===== config.mk =====
export PLATFORM = sky130hd
export DESIGN_NAME = tracker_pad_key_handshake_core
export DESIGN_NICKNAME = d
export VERILOG_FILES = /design/src/sv/tpkh_pkg.sv /design/src/sv/tracker_pad_key_handshake_core.sv
export SDC_FILE = /design/constraint.sdc
export NUM_CORES = 1
export LEC_CHECK = 0
export BUFFER_PORTS_ARGS = -buffer_cell sky130_fd_sc_hd__buf_4
export CORE_ASPECT_RATIO = 0.75
export CORE_UTILIZATION = 50
export DETAILED_ROUTE_END_ITERATION = 6
export GPL_TIMING_DRIVEN = 0
export PLACE_DENSITY = 0.78
export SYNTH_ARGS = -nofsm -noshare
export SYNTH_HDL_FRONTEND = slang
export SYNTH_SLANG_ARGS = --single-unit

===== constraint.sdc =====
create_clock -name clock -period 11.3 [get_ports clock]
set_input_delay 1.695 -clock clock [delete_from_list [all_inputs] [get_ports clock]]
set_output_delay 1.695 -clock clock [all_outputs]
set_load 0.05 [all_outputs]

===== src/sv/tpkh_pkg.sv =====
// types, constants and the key scramble function of the tracker pad block
// used by the core and its checker, depends on nothing

package tpkh_pkg;

   typedef enum logic [1:0] {
      REQ_MAGIC = 2'd0,
      REQ_KEY   = 2'd1,
      REQ_POLL  = 2'd2,
      REQ_CTRL  = 2'd3
   } req_kind_type;

   localparam logic [1:0] CSR_INVERT_X = 2'd0;
   localparam logic [1:0] CSR_INVERT_Y = 2'd1;
   localparam logic [1:0] CSR_INVERT_Z = 2'd2;
   localparam logic [1:0] CSR_Z_LIMIT  = 2'd3;

   localparam logic [2:0] CTRL_PEDAL   = 3'd0;
   localparam logic [2:0] CTRL_LEFT_X  = 3'd1;
   localparam logic [2:0] CTRL_LEFT_Y  = 3'd2;
   localparam logic [2:0] CTRL_LEFT_Z  = 3'd3;
   localparam logic [2:0] CTRL_RIGHT_X = 3'd4;
   localparam logic [2:0] CTRL_RIGHT_Y = 3'd5;
   localparam logic [2:0] CTRL_RIGHT_Z = 3'd6;

   localparam int REQ_DATA_W = 88;
   localparam int RSP_DATA_W = 80;
   localparam int RSP_USED_W = 75;

   localparam logic [63:0] MAGIC_WORD     = 64'h6B61_7274_656D_6147;
   localparam logic [3:0]  MAGIC_LEN      = 4'd8;
   localparam logic [3:0]  KEY_LEN        = 4'd2;
   localparam logic [7:0]  KEY_SEED_MARK  = 8'h45;
   localparam logic [11:0] AXIS_FULL      = 12'd2047;
   localparam logic [11:0] Z_LIMIT_RESET  = 12'd4095;
   localparam logic [16:0] PEDAL_ON_LEVEL = 17'h08000;
   localparam logic [29:0] ROUND_HALF     = 30'h0000_8000;

   function automatic logic [23:0] scramble(input logic [23:0] k);
      logic [23:0] r;
      r  = (k << 2)  & 24'hFC0000;
      r  = r | ((k << 17) & 24'h020000);
      r  = r ^ ((k << 16) & 24'hFE0000);
      r  = r | (k & 24'h010000);
      r  = r | ((k >> 9) & 24'h007F7F);
      r  = r | ((k << 7) & 24'h008080);
      return r;
   endfunction

endpackage


===== src/sv/tracker_pad_key_handshake_core.sv =====
// tracker pad with key handshake: request register, one pass of update logic, result register
// depends on tpkh_pkg
//
//   channel  | ports                | contents
//   request  | req_tvalid/tready    | tuser req_type, tdata length, payload, index, value
//   response | rsp_tvalid/tready    | tuser is_magic, tdata key bits, pedal, six axes
//   csr      | csr_valid/ready      | csr_index, csr_data
//
// one request per cycle unless a poll in the input register waits on a full result register; a poll
// answer is written to the result register as the poll leaves the input register and holds there until taken
// only a poll waits on a full result register, other requests pass it
// synchronous active-high reset re-arms the identification reply, clears key and axes

module tracker_pad_key_handshake_core import tpkh_pkg::*; (
   input  logic                  clock,
   input  logic                  reset,
   input  logic                  req_tvalid,
   output logic                  req_tready,
   // payload_length[3:0], payload[67:4], control_index[70:68], control_value[87:71]
   input  logic [REQ_DATA_W-1:0] req_tdata,
   // req_type[1:0]
   input  logic [1:0]            req_tuser,
   output logic                  rsp_tvalid,
   input  logic                  rsp_tready,
   // key_bits[5:0], button[6], left_x[17:7], left_y[28:18], left_z[40:29],
   // right_x[51:41], right_y[62:52], right_z[74:63], zero[79:75]
   output logic [RSP_DATA_W-1:0] rsp_tdata,
   // is_magic[0]
   output logic                  rsp_tuser,
   input  logic                  csr_valid,
   output logic                  csr_ready,
   input  logic [1:0]            csr_index,
   input  logic [11:0]           csr_data
);

   logic                  in_valid_ff;
   req_kind_type          in_kind_ff;
   logic [3:0]            in_len_ff;
   logic [63:0]           in_payload_ff;
   logic [2:0]            in_index_ff;
   logic [16:0]           in_value_ff;

   logic                  rsp_valid_ff, rsp_valid_in;
   logic [RSP_DATA_W-1:0] rsp_data_ff;
   logic                  rsp_magic_ff;

   logic                  inv_x_ff, inv_y_ff, inv_z_ff;
   logic [11:0]           z_limit_ff;

   logic                  magic_pending_ff, magic_pending_in;
   logic [23:0]           key_ff, key_in;
   logic                  pedal_ff, pedal_in;
   logic [10:0]           xy_ff [4];
   logic [10:0]           xy_in [4];
   logic [11:0]           z_ff [2];
   logic [11:0]           z_in [2];

   logic                  req_take;
   logic                  in_advance;
   logic                  is_poll;
   logic [7:0]            key_b0, key_b1;
   logic [23:0]           key_seed, key_new;
   logic                  axis_is_z;
   logic                  axis_invert;
   logic [11:0]           axis_full;
   logic [28:0]           axis_prod;
   logic [29:0]           axis_round;
   logic [13:0]           axis_scaled;
   logic [11:0]           axis_clamped;
   logic [11:0]           axis_value;

   assign is_poll    = (in_kind_ff == REQ_POLL);
   assign in_advance = in_valid_ff && (!is_poll || !rsp_valid_ff || rsp_tready);
   assign req_tready = !in_valid_ff || in_advance;
   assign req_take   = req_tvalid && req_tready;
   assign csr_ready  = 1'b1;

   assign rsp_tvalid = rsp_valid_ff;
   assign rsp_tdata  = rsp_data_ff;
   assign rsp_tuser  = rsp_magic_ff;

   // key report
   assign key_b0   = in_payload_ff[7:0];
   assign key_b1   = in_payload_ff[15:8];
   assign key_seed = (key_b0 == KEY_SEED_MARK) ? {key_b1, 16'h0000} : key_ff;
   assign key_new  = (key_seed[23:16] == key_b1) ? scramble(key_seed) : key_seed;

   // axis scaling with round half up and clamp
   assign axis_is_z    = (in_index_ff == CTRL_LEFT_Z) || (in_index_ff == CTRL_RIGHT_Z);
   assign axis_full    = axis_is_z ? z_limit_ff : AXIS_FULL;
   assign axis_prod    = {12'd0, in_value_ff} * {17'd0, axis_full};
   assign axis_round   = {1'b0, axis_prod} + ROUND_HALF;
   assign axis_scaled  = axis_round[29:16];
   assign axis_clamped = (axis_scaled > {2'b00, axis_full}) ? axis_full : axis_scaled[11:0];
   assign axis_value   = axis_invert ? (axis_full - axis_clamped) : axis_clamped;

   always_comb begin
      unique case (in_index_ff)
         CTRL_LEFT_X, CTRL_RIGHT_X: axis_invert = inv_x_ff;
         CTRL_LEFT_Y, CTRL_RIGHT_Y: axis_invert = inv_y_ff;
         CTRL_LEFT_Z, CTRL_RIGHT_Z: axis_invert = inv_z_ff;
         default:                   axis_invert = 1'b0;
      endcase
   end

   always_comb begin
      magic_pending_in = magic_pending_ff;
      key_in           = key_ff;
      pedal_in         = pedal_ff;
      xy_in            = xy_ff;
      z_in             = z_ff;
      if (in_advance) begin
         unique case (in_kind_ff)
            REQ_MAGIC: begin
               if (in_len_ff == MAGIC_LEN && in_payload_ff == MAGIC_WORD) begin
                  magic_pending_in = 1'b1;
                  key_in           = '0;
               end
            end
            REQ_KEY: begin
               if (in_len_ff == KEY_LEN) begin
                  key_in = key_new;
               end
            end
            REQ_POLL: begin
               magic_pending_in = 1'b0;
            end
            REQ_CTRL: begin
               unique case (in_index_ff)
                  CTRL_PEDAL:   pedal_in = (in_value_ff >= PEDAL_ON_LEVEL);
                  CTRL_LEFT_X:  xy_in[0] = axis_value[10:0];
                  CTRL_LEFT_Y:  xy_in[1] = axis_value[10:0];
                  CTRL_RIGHT_X: xy_in[2] = axis_value[10:0];
                  CTRL_RIGHT_Y: xy_in[3] = axis_value[10:0];
                  CTRL_LEFT_Z:  z_in[0]  = axis_value;
                  CTRL_RIGHT_Z: z_in[1]  = axis_value;
                  default: ;
               endcase
            end
            default: ;
         endcase
      end
   end

   always_comb begin
      if (in_advance && is_poll) begin
         rsp_valid_in = 1'b1;
      end else if (rsp_tready) begin
         rsp_valid_in = 1'b0;
      end else begin
         rsp_valid_in = rsp_valid_ff;
      end
   end

   // control and state registers
   always_ff @(posedge clock) begin
      if (reset) begin
         in_valid_ff      <= 1'b0;
         rsp_valid_ff     <= 1'b0;
         inv_x_ff         <= 1'b0;
         inv_y_ff         <= 1'b0;
         inv_z_ff         <= 1'b0;
         z_limit_ff       <= Z_LIMIT_RESET;
         magic_pending_ff <= 1'b1;
         key_ff           <= '0;
         pedal_ff         <= 1'b0;
         xy_ff            <= '{default: '0};
         z_ff             <= '{default: '0};
      end else begin
         in_valid_ff      <= req_take || (in_valid_ff && !in_advance);
         rsp_valid_ff     <= rsp_valid_in;
         magic_pending_ff <= magic_pending_in;
         key_ff           <= key_in;
         pedal_ff         <= pedal_in;
         xy_ff            <= xy_in;
         z_ff             <= z_in;
         if (csr_valid) begin
            unique case (csr_index)
               CSR_INVERT_X: inv_x_ff   <= csr_data[0];
               CSR_INVERT_Y: inv_y_ff   <= csr_data[0];
               CSR_INVERT_Z: inv_z_ff   <= csr_data[0];
               CSR_Z_LIMIT:  z_limit_ff <= csr_data;
               default: ;
            endcase
         end
      end
   end

   // request register
   always_ff @(posedge clock) begin
      if (req_take) begin
         in_kind_ff    <= req_kind_type'(req_tuser);
         in_len_ff     <= req_tdata[3:0];
         in_payload_ff <= req_tdata[67:4];
         in_index_ff   <= req_tdata[70:68];
         in_value_ff   <= req_tdata[87:71];
      end
   end

   // result register
   always_ff @(posedge clock) begin
      if (in_advance && is_poll) begin
         rsp_magic_ff <= magic_pending_ff;
         if (magic_pending_ff) begin
            rsp_data_ff <= '0;
         end else begin
            rsp_data_ff <= {{(RSP_DATA_W-RSP_USED_W){1'b0}}, z_ff[1], xy_ff[3], xy_ff[2],
                            z_ff[0], xy_ff[1], xy_ff[0], pedal_ff, key_ff[21:16]};
         end
      end
   end

endmodule


# ---- After elaboration in Yosys (flattened, before gate mapping)
# Index checks and enable logic that the tools add are counted.
dict set report op_classes {
  eq_ne 19
  muxes 13
  addsub 2
  mul 1
  bitwise 5
  n_reduce_logical 36
  n_lt_le_gt_ge 2
}
# op count
set ops {}
lappend ops {{24-bit two-way mux} 4}
lappend ops {{64-bit by 63-bit equality test with 1-bit output (second input constant)} 1}
lappend ops {{24-bit one-hot mux with 2 select lines} 1}
lappend ops {{12-bit two-way mux} 3}
lappend ops {{29-bit by 16-bit adder with 30-bit output (second input constant)} 1}
lappend ops {{17-bit by 12-bit multiplier with 29-bit output} 1}
lappend ops {{24-bit by 15-bit OR with 24-bit output} 1}
lappend ops {{24-bit by 16-bit OR with 24-bit output} 1}
lappend ops {{24-bit by 17-bit OR with 24-bit output} 1}
lappend ops {{24-bit by 18-bit OR with 24-bit output} 1}
lappend ops {{3-bit AND reduction} 8}
lappend ops {{24-bit bitwise XOR} 1}
lappend ops {{17-bit by 16-bit greater-or-equal comparator with 1-bit output (second input constant)} 1}
lappend ops {{14-bit by 12-bit > comparator with 1-bit output} 1}
lappend ops {{12-bit subtractor} 1}
lappend ops {{3-bit equality test (second input constant)} 3}
lappend ops {{2-bit equality test (second input constant)} 4}
lappend ops {{8-bit by 7-bit equality test with 1-bit output (second input constant)} 1}
lappend ops {{8-bit equality test} 1}
lappend ops {{2-bit AND reduction} 4}
lappend ops {{3-bit by 2-bit equality test with 1-bit output (second input constant)} 2}
lappend ops {{2-bit nonzero test} 3}
lappend ops {{2-bit OR reduction} 3}
lappend ops {{1-bit logical AND} 5}
lappend ops {{13 further kinds} 25}
dict set report word_totals {
  ff_bits 282
  input_bits 109
  output_inout_bits 84
}

# ---- Logic depth before layout (Yosys ltp)
# Gate-level depths: netlist (run 1).
dict set report logic_depth {
  word_depth 10
  mapped_depth 54
  ltp_nobuf 46
}

# ---- Least setup slack after synthesis (run 1)
# OpenSTA, ideal clock, no wires.
dict set report synth_timing {
  path_type {reg-to-reg}
  start {register in_index_ff[0]}
  end {register xy_ff[10] (netlist name)}
  path_slack_ns -0.107
  n_path_buf 8
  required_ns 11.209
  stages_incl_launch_ff 53
  setup_ns 0.091
  t_arrival_ns 11.316
  cell_sequence {edfxtp_1 > clkbuf_1 > xnor2_1 > nand2b_1 > clkbuf_1 > or2_2 > clkbuf_1 > clkbuf_1 > buf_1 > nand2_1 > fa_1 > fa_1 > inv_1 > fa_1 > fa_1 > inv_1 > fa_1 > inv_1 > (+17 left out) > clkbuf_1 > clkbuf_1 > nor2_1 > a21oi_1 > ha_1 > fa_1 > inv_1 > a21oi_1 > nor2b_1 > a21o_1 > a21oi_1 > a41oi_1 > o41ai_2 > nor4_2 > o21ai_1 > or3b_1 > clkbuf_1 > a311oi_1}
}
dict set report synth_via {
  elab_chain_len 9
}
# item line_no
set synth_lines {}
lappend synth_lines {{from (decl)} tracker_pad_key_handshake_core.sv:40} ;# logic [2:0] in_index_ff;
lappend synth_lines {{from (signal assigned)} tracker_pad_key_handshake_core.sv:195} ;# in_index_ff <= req_tdata[70:68];
lappend synth_lines {{3-bit by 2-bit equality test with 1-bit output or 3-bit equality test (tied branches)} {tracker_pad_key_handshake_core.sv:89, tracker_pad_key_handshake_core.sv:98}}
lappend synth_lines {{1-bit logical OR} tracker_pad_key_handshake_core.sv:89} ;# assign axis_is_z = (in_index_ff == CTRL_LEFT_Z) || (in_index_ff == CTRL_RIGHT_Z);
lappend synth_lines {{12-bit two-way mux} tracker_pad_key_handshake_core.sv:90} ;# assign axis_full = axis_is_z ? z_limit_ff : AXIS_FULL;
lappend synth_lines {{17-bit by 12-bit multiplier with 29-bit output} tracker_pad_key_handshake_core.sv:91} ;# assign axis_prod = {12'd0, in_value_ff} * {17'd0, axis_full};
lappend synth_lines {{29-bit by 16-bit adder with 30-bit output} tracker_pad_key_handshake_core.sv:92} ;# assign axis_round = {1'b0, axis_prod} + ROUND_HALF;
lappend synth_lines {{14-bit by 12-bit > comparator with 1-bit output} tracker_pad_key_handshake_core.sv:94} ;# assign axis_clamped = (axis_scaled > {2'b00, axis_full}) ? axis_full : axis_scaled[11:0];
lappend synth_lines {{12-bit two-way mux} tracker_pad_key_handshake_core.sv:94}
lappend synth_lines {{12-bit subtractor} tracker_pad_key_handshake_core.sv:95} ;# assign axis_value = axis_invert ? (axis_full - axis_clamped) : axis_clamped;
lappend synth_lines {{12-bit two-way mux} tracker_pad_key_handshake_core.sv:95}
lappend synth_lines {{to (signal assigned)} tracker_pad_key_handshake_core.sv:175} ;# xy_ff <= xy_in;
lappend synth_lines {{to (decl)} tracker_pad_key_handshake_core.sv:53} ;# logic [10:0] xy_ff [4];
# Several ways; a longest one is shown, not always the timed one.
# A chain may end at the register's enable or synchronous reset.

# ---- Worst setup path after layout (run 1)
dict set report layout_timing {
  start {register in_index_ff[2]}
  end {register xy_ff[42] (netlist name)}
}
# Same word-level chain as after synthesis.

==> impl_metrics.py, run 1 <==
metrics = {
    "outcome": {
        "status": "complete, no violations",
    },
    "synthesis": {
        "synth_edf_count": 166,
        "syn_area_per_cell_um2": 10.0,
        "yosysTopAreaCell": "edfxtp_1",
        "synthArstFlopShare_pct": 0,
        "post_synth_num_cell_types": 77,
        "syn_inst": 1813,
        "yosysWarnings": 0,
        "synthTopCellsByArea": "edfxtp_1 27%, fa_1 17%, dfxtp_1 12%, ha_1 6.9%, inv_1 4.7%",
        "synth_common_cells": "229 x inv_1, 229 x nand2_1, 166 x edfxtp_1",
        "synth_flop_cell": "edfxtp_1",
        "synth_top_area_share_pct": 27.4,
        "mappedNetlistArea_um2": 18200,
        "synth_seq_cells": 277,
        "ys_seq_area_share_pct": 39.6,
    },
    "global_route": {
        "grt_first_pass_wirelength_um": 75200,
        "grt_pass1_vias": 14100,
        "globalRouteTotalUtil_pct": 25.9,
        "antenna_found_initial": 1,
        "grt_max_degree": 79,
        "grt_overflow": 0,
    },
    "placement": {
        "gp_congestion": 0.944,
        "hpwl_um": 36700,
        "port_buffers": 186,
        "placed_cells": 2475,
    },
    "critical_path": {
        "arrival_ns": 11.47,
        "path_common_cell": "fa_1",
        "required_ns": 11.73,
        "path_class": "reg -> reg",
        "cp_slowest_cell": "fa_1",
        "path_max_fanout": 10,
        "reg2reg_slack_ns": 0.26,
        "cp_slowest_stage_delay_ns": 0.54,
        "crit_path_end_kind": "register",
        "worst_setup_path_start_kind": "register",
    },
    "clocking": {
        "cts_tree": "yes",
        "clk_path_buf_depth": 3,
        "cts_buffers": 27,
        "clk_pin_slew_ns": 0.06,
        "root_buffer": "clkbuf_16",
        "htreeDepth": 1,
        "clkLatencyLatePin_ns": 0.57,
        "clock_sinks": 277,
    },
    "job": {
        "drv_cap": 0,
    },
    "floorplan": {
        "core-area_um2": 35900,
        "die_area_um2": 37200,
        "die_h_um": 167,
        "initial_utilization_pct": 50.7,
        "rows": 60,
        "pin_count": 193,
        "die_width_um": 222,
    },
    "detailed_routing": {
        "drtPass1Iterations": 6,
        "postRouteAntennaNets": 0,
        "dr_total_vias": 14300,
        "totalWireLength_um": 48500,
        "via_per_inst": 5.59,
        "route.detailed.drc": 0,
        "dr.first_iter.drc_count": 1170,
        "wire_per_inst_um": 18.9,
    },
    "finish": {
        "fill_cells": 2872,
        "syn_to_final_growth_pct": 22.6,
        "num-nets-final": 2434,
        "stdcell_count": 2560,
        "layout-drive-gt1-share_pct": 19.5,
        "antenna_cells": 0,
    },
    "sta": {
        "setup-violations-final": 0,
        "hold-worst-slack_ns": 0.455,
        "rsz0062_at_grt": "yes",
        "slew_viol_final": 0,
        "min_period_over_period_pct": 97.7,
        "slew_headroom_pct": 26.1,
        "setup_tns_ns": 0,
        "finalHoldViolCount": 0,
        "finalClockSkew_ns": 0.0232,
        "max_freq_mhz": 90.6,
        "fin_crit_ns": 11.04,
        "worstMarginPinSlew_ns": 1.11,
    },
    "min_path": {
        "hp-class": "reg -> reg",
    },
}
-- metal layers --
layer	global-route usage, %	part of all wire, %	vias up
met5	0	0.021	-
met4	8.03	2.6	2
met3	6.37	9.1	78
met2	40.2	45	668
met1	36.0	43	7013
li1	-	-	6539
-- cell families (layout without fill, tap and decap cells) --
family | Yosys count | count (layout) | share of synthesized area (%)
xor gates and xnor gates | 32 | 32 | 1.58
muxes | 33 | 33 | 1.90
AOI/OAI and AO/OA | 249 | 249 | 9.34
adders and majority gates | 251 | 251 | 23.5
and+or+nand+nor | 633 | 633 | 16.9
other | 2 | 6 | 0.0413
buffers and inverters | 336 | 614 | 7.10
DFF | 277 | 277 | 39.6
-- flip-flops by register name, indices dropped and copies added, names as in the netlist --
name,count
in_payload_ff,64
in_valid_ff,1
in_kind_ff,2
z_limit_ff,12
z_ff,24
rsp_tdata,75
pedal_ff,1
in_value_ff,17
in_len_ff,4
inv_z_ff,1
xy_ff,44
key_ff,24
in_index_ff,3
inv_x_ff,1
magic_pending_ff,1
inv_y_ff,1
rsp_tvalid,1
rsp_tuser,1
-- path summary, 6_finish.rpt --
kind	startpoint	end	depth (start not counted)
worst max-delay path	in_index_ff[2]$_DFFE_PP_	xy_ff[42]$_SDFFE_PP0P_	46
worst min-delay path	z_ff[13]$_SDFFE_PP0P_	z_ff[13]$_SDFFE_PP0P_	2
worst max register to register	in_index_ff[2]$_DFFE_PP_	xy_ff[42]$_SDFFE_PP0P_	46
worst min register to register	z_ff[13]$_SDFFE_PP0P_	z_ff[13]$_SDFFE_PP0P_	2
-- cell usage in the layout, fill, tap and decap left out, drive strengths merged, types with 4 or more instances in the layout --
| cell | n |
|---|---|
| nand4 | 18 |
| nor2 | 134 |
| clkinv | 12 |
| a21oi | 55 |
| nand2 | 229 |
| nand2b | 10 |
| nand3b | 12 |
| buf | 270 |
| xnor2 | 27 |
| xor2 | 5 |
| nor2b | 85 |
| a22oi | 15 |
| dfxtp | 111 |
| inv | 233 |
| nor4 | 6 |
| nor4bb | 4 |
| a211oi | 37 |
| nor3 | 16 |
| conb | 6 |
| a21o | 9 |
| o21a | 10 |
| or3 | 4 |
| clkbuf | 97 |
| nor4b | 4 |
| o211ai | 5 |
| and2 | 56 |
| nor3b | 11 |
| and3 | 6 |
| edfxtp | 166 |
| mux2i | 32 |
| fa | 151 |
| or2 | 11 |
| o21ai | 52 |
| a31oi | 12 |
| ha | 100 |
| o22ai | 7 |
| a311oi | 12 |
| nand3 | 21 |
-- final cells by class --
class                      count  area [um^2]  share of cell area [%]
sequential                   277         7210                    32.3
timing repair buffer         245         1970                    8.83
tap                          465          582                    2.61
clock inverter                15          119                   0.533
multi-input combinational   1204        10300                    46.1
clock buffer                  35          726                    3.25
inverter                     232          873                    3.91
buffer                        87          539                    2.42
-- timing repair --
item                                    CTS  global route
hold buffers                              0             0
pin swaps                                17            53
cloned                                    0             1
endpoints found under the setup margin   68            44
setup buffers                            14            37
gates resized for setup                 111            78
-- critical path: cells and delay by family (launching register included) --
kind	cells	cell delay (ns)
buffers and inverters	9	1.07
DFF	1	0.44
AOI/OAI and AO/OA	17	3.82
adders and majority gates	8	3.35
xor gates and xnor gates	2	0.54
and+or+nand+nor	10	1.64
-- per-stage QoR --
| step | setup WS [ns] | utilization (%) | instance area [um^2] |
|---|---|---|---|
| after global routing | -0.108 | 62.2 | 22300 |
| final | 0.256 | 62.2 | 22300 |
| after CTS | 0.00139 | 60.3 | 21600 |
| after global placement | -2.90 | 56.3 | 20200 |
| after detailed placement | -3.13 | 56.6 | 20300 |
| after floorplan | 0.0484 | - | 18200 |
Power of run 1 is not shown: default switching activity piles up to over one toggle a cycle in this logic, so the estimate is an artifact.
==> run 2: changes to the inputs <==
Settings changed: ABC_AREA set to 1.
==> run 2 against run 1 <==
Worst setup slack better by 0.50 ns. Sequential share of layout area up 1.2 points. Routed wire length decreased by 3.5%. Sequential cell count is the same. Synthesized cell count up 19%. First-iteration DRC count is 0.51% higher. Critical endpoint is now xy_ff[37]$_SDFFE_PP0P_.
==> impl_metrics.py, run 2 <==
metrics = {
    "clocking": {
        "htreeDepth": 1,
        "cts_tree": "yes",
        "clkLatencyLatePin_ns": 0.57,
        "clock_sinks": 277,
        "clk_pin_slew_ns": 0.06,
        "hold_buffers": 0,
        "clk_path_buf_depth": 3,
        "root_buffer": "clkbuf_16",
        "cts_buffers": 28,
        "cts_setup_buffers": 0,
        "ctsResizeCount": 0,
    },
    "detailed_routing": {
        "dr.first_iter.drc_count": 1176,
        "drtPass1Iterations": 6,
        "totalWireLength_um": 46800,
        "postRouteAntennaNets": 0,
        "route.detailed.drc": 0,
        "wire_per_inst_um": 16.2,
        "via_per_inst": 5.13,
        "dr_total_vias": 14900,
    },
    "finish": {
        "final_common_cell": "inv_1",
        "largest_reg_flops": 75,
        "antenna_cells": 0,
        "num-nets-final": 2738,
        "syn_to_final_growth_pct": 15.8,
        "mostFrequentLayoutCells": "471 x inv_1, 433 x nand2_1, 197 x nor2_1",
        "multi_input_area_um2": 9230,
        "layout-drive-gt1-share_pct": 11.9,
        "fill_cells": 3180,
        "seqCellArea_um2": 7210,
        "stdcell_count": 2895,
    },
    "critical_path": {
        "cp_slowest_cell": "clkinv_1",
        "path_max_fanout": 10,
        "path_class": "reg -> reg",
        "worst_setup_path_start_kind": "register",
        "arrival_ns": 11.00,
        "crit_path_end_kind": "register",
        "r2r.worst_path.cells": 48,
        "cp_slowest_stage_delay_ns": 0.72,
        "path_common_cell": "inv_1",
        "required_ns": 11.76,
    },
    "sta": {
        "rsz0062_at_grt": "no",
        "max_freq_mhz": 94.9,
        "setup_tns_ns": 0,
        "hold-worst-slack_ns": 0.463,
        "fin_crit_ns": 10.54,
        "worstMarginPinSlew_ns": 1.17,
        "finalClockSkew_ns": 0.0326,
        "min_period_over_period_pct": 93.3,
        "slew_viol_final": 0,
        "finalHoldViolCount": 0,
        "setup-violations-final": 0,
        "slew_headroom_pct": 21.4,
    },
    "placement": {
        "placed_cells": 2844,
        "gp_congestion": 0.961,
        "port_buffers": 186,
        "hpwl_um": 36500,
    },
    "synthesis": {
        "synth_flop_cell": "edfxtp_1",
        "mappedNetlistArea_um2": 18600,
        "syn_area_per_cell_um2": 8.61,
        "synth_seq_cells": 277,
        "synth.most_common_cell": "inv_1",
        "synth_edf_count": 166,
        "post_synth_num_cell_types": 50,
        "syn_inst": 2157,
        "synthArstFlopShare_pct": 0,
        "yosysTopAreaCell": "edfxtp_1",
        "synth_top_area_share_pct": 26.8,
        "synthTopCellsByArea": "edfxtp_1 27%, fa_1 16%, dfxtp_1 12%, inv_1 9.6%, nand2_1 8.7%",
        "synth_common_cells": "473 x inv_1, 433 x nand2_1, 197 x nor2_1",
        "yosysWarnings": 0,
        "ys_seq_area_share_pct": 38.8,
    },
    "global_route": {
        "grt_pass1_vias": 14900,
        "grt_max_degree": 82,
        "grt_first_pass_wirelength_um": 75300,
        "antenna_found_initial": 1,
        "grt_overflow": 0,
        "globalRouteTotalUtil_pct": 25.2,
    },
    "floorplan": {
        "die_area_um2": 37900,
        "core-area_um2": 36300,
        "rows": 60,
        "initial_utilization_pct": 51.2,
        "die_width_um": 225,
        "die_h_um": 169,
        "pin_count": 193,
    },
    "job": {
        "drv_cap": 0,
    },
    "outcome": {
        "status": "complete, no violations",
    },
    "min_path": {
        "hp-class": "reg -> reg",
        "whs_path_depth": 2,
    },
}
==> run 2: cell count changes after synthesis, moves of 21 or more <==
cell / before / now
clkbuf_1: 87 / 53
nand3_1: 21 / 81
a21oi_1: 53 / 118
and2_1: 56 / 2
inv_1: 229 / 473
o21ai_0: 47 / 68
nor2b_1: 85 / 0
nor2_1: 134 / 197
nand2_1: 229 / 433
mux2i_1: 32 / 1
a211oi_1: 36 / 2
==> run 2: final timing paths <==
kind / startpoint / to / slack (ns)
worst max-delay path: in_index_ff[2]$_DFFE_PP_ / xy_ff[37]$_SDFFE_PP0P_ / 0.76
worst min register to register: z_limit_ff[5]$_SDFFE_PP1P_ / z_limit_ff[5]$_SDFFE_PP1P_ / 0.46
worst max register to register: in_index_ff[2]$_DFFE_PP_ / xy_ff[37]$_SDFFE_PP0P_ / 0.76
worst min-delay path: z_limit_ff[5]$_SDFFE_PP1P_ / z_limit_ff[5]$_SDFFE_PP1P_ / 0.46
==> run 2: cell type report <==
cell class | count | share of cell area [%]
Clock inverter | 14 | 0.425
Timing Repair Buffer | 187 | 6.62
Clock buffer | 37 | 3.61
Sequential cell | 277 | 33.5
Inverter | 482 | 8.43
Buffer | 79 | 1.64
Multi-Input combinational cell | 1323 | 42.9
Tap cell | 496 | 2.88
==> run 2: kinds of logic after synthesis <==
logic type,count (synthesis),share of synthesized area (%)
and+or+nand+nor,795,18.1
buffers and inverters,561,11.6
DFF,277,38.8
adders and majority gates,251,23.0
AOI/OAI and AO/OA,248,7.35
xor gates and xnor gates,22,1.04
other,2,0.0404
muxes,1,0.0539
==> run 2: critical path: cells and delay by family, from the launching register on <==
kind            cells  cell delay (ns)
fa+ha+maj           9             3.62
flops               1             0.44
xor+xnor            1             0.29
compound gates      9             1.41
simple gates       17             2.28
buf+inv            12             2.36
==> run 2: metrics by stage <==
step	utilization (%)	area [um^2]	setup slack, ns
finish	59.3	21500	0.760
global route	59.3	21500	0.00238
CTS	59.3	21500	0.961
detailed placement	56.9	20600	1.01
global placement	56.8	20600	1.17
floorplan	-	18600	2.81
==> run 2: layer usage <==
metal	vias up	track usage, %	wire (um)
li1	7151	-	-
met1	7021	34.7	20500
met2	595	41.4	21400
met3	88	3.75	3620
met4	2	7.39	1200
met5	-	0	13
Power of run 2 is left out for the same reason.
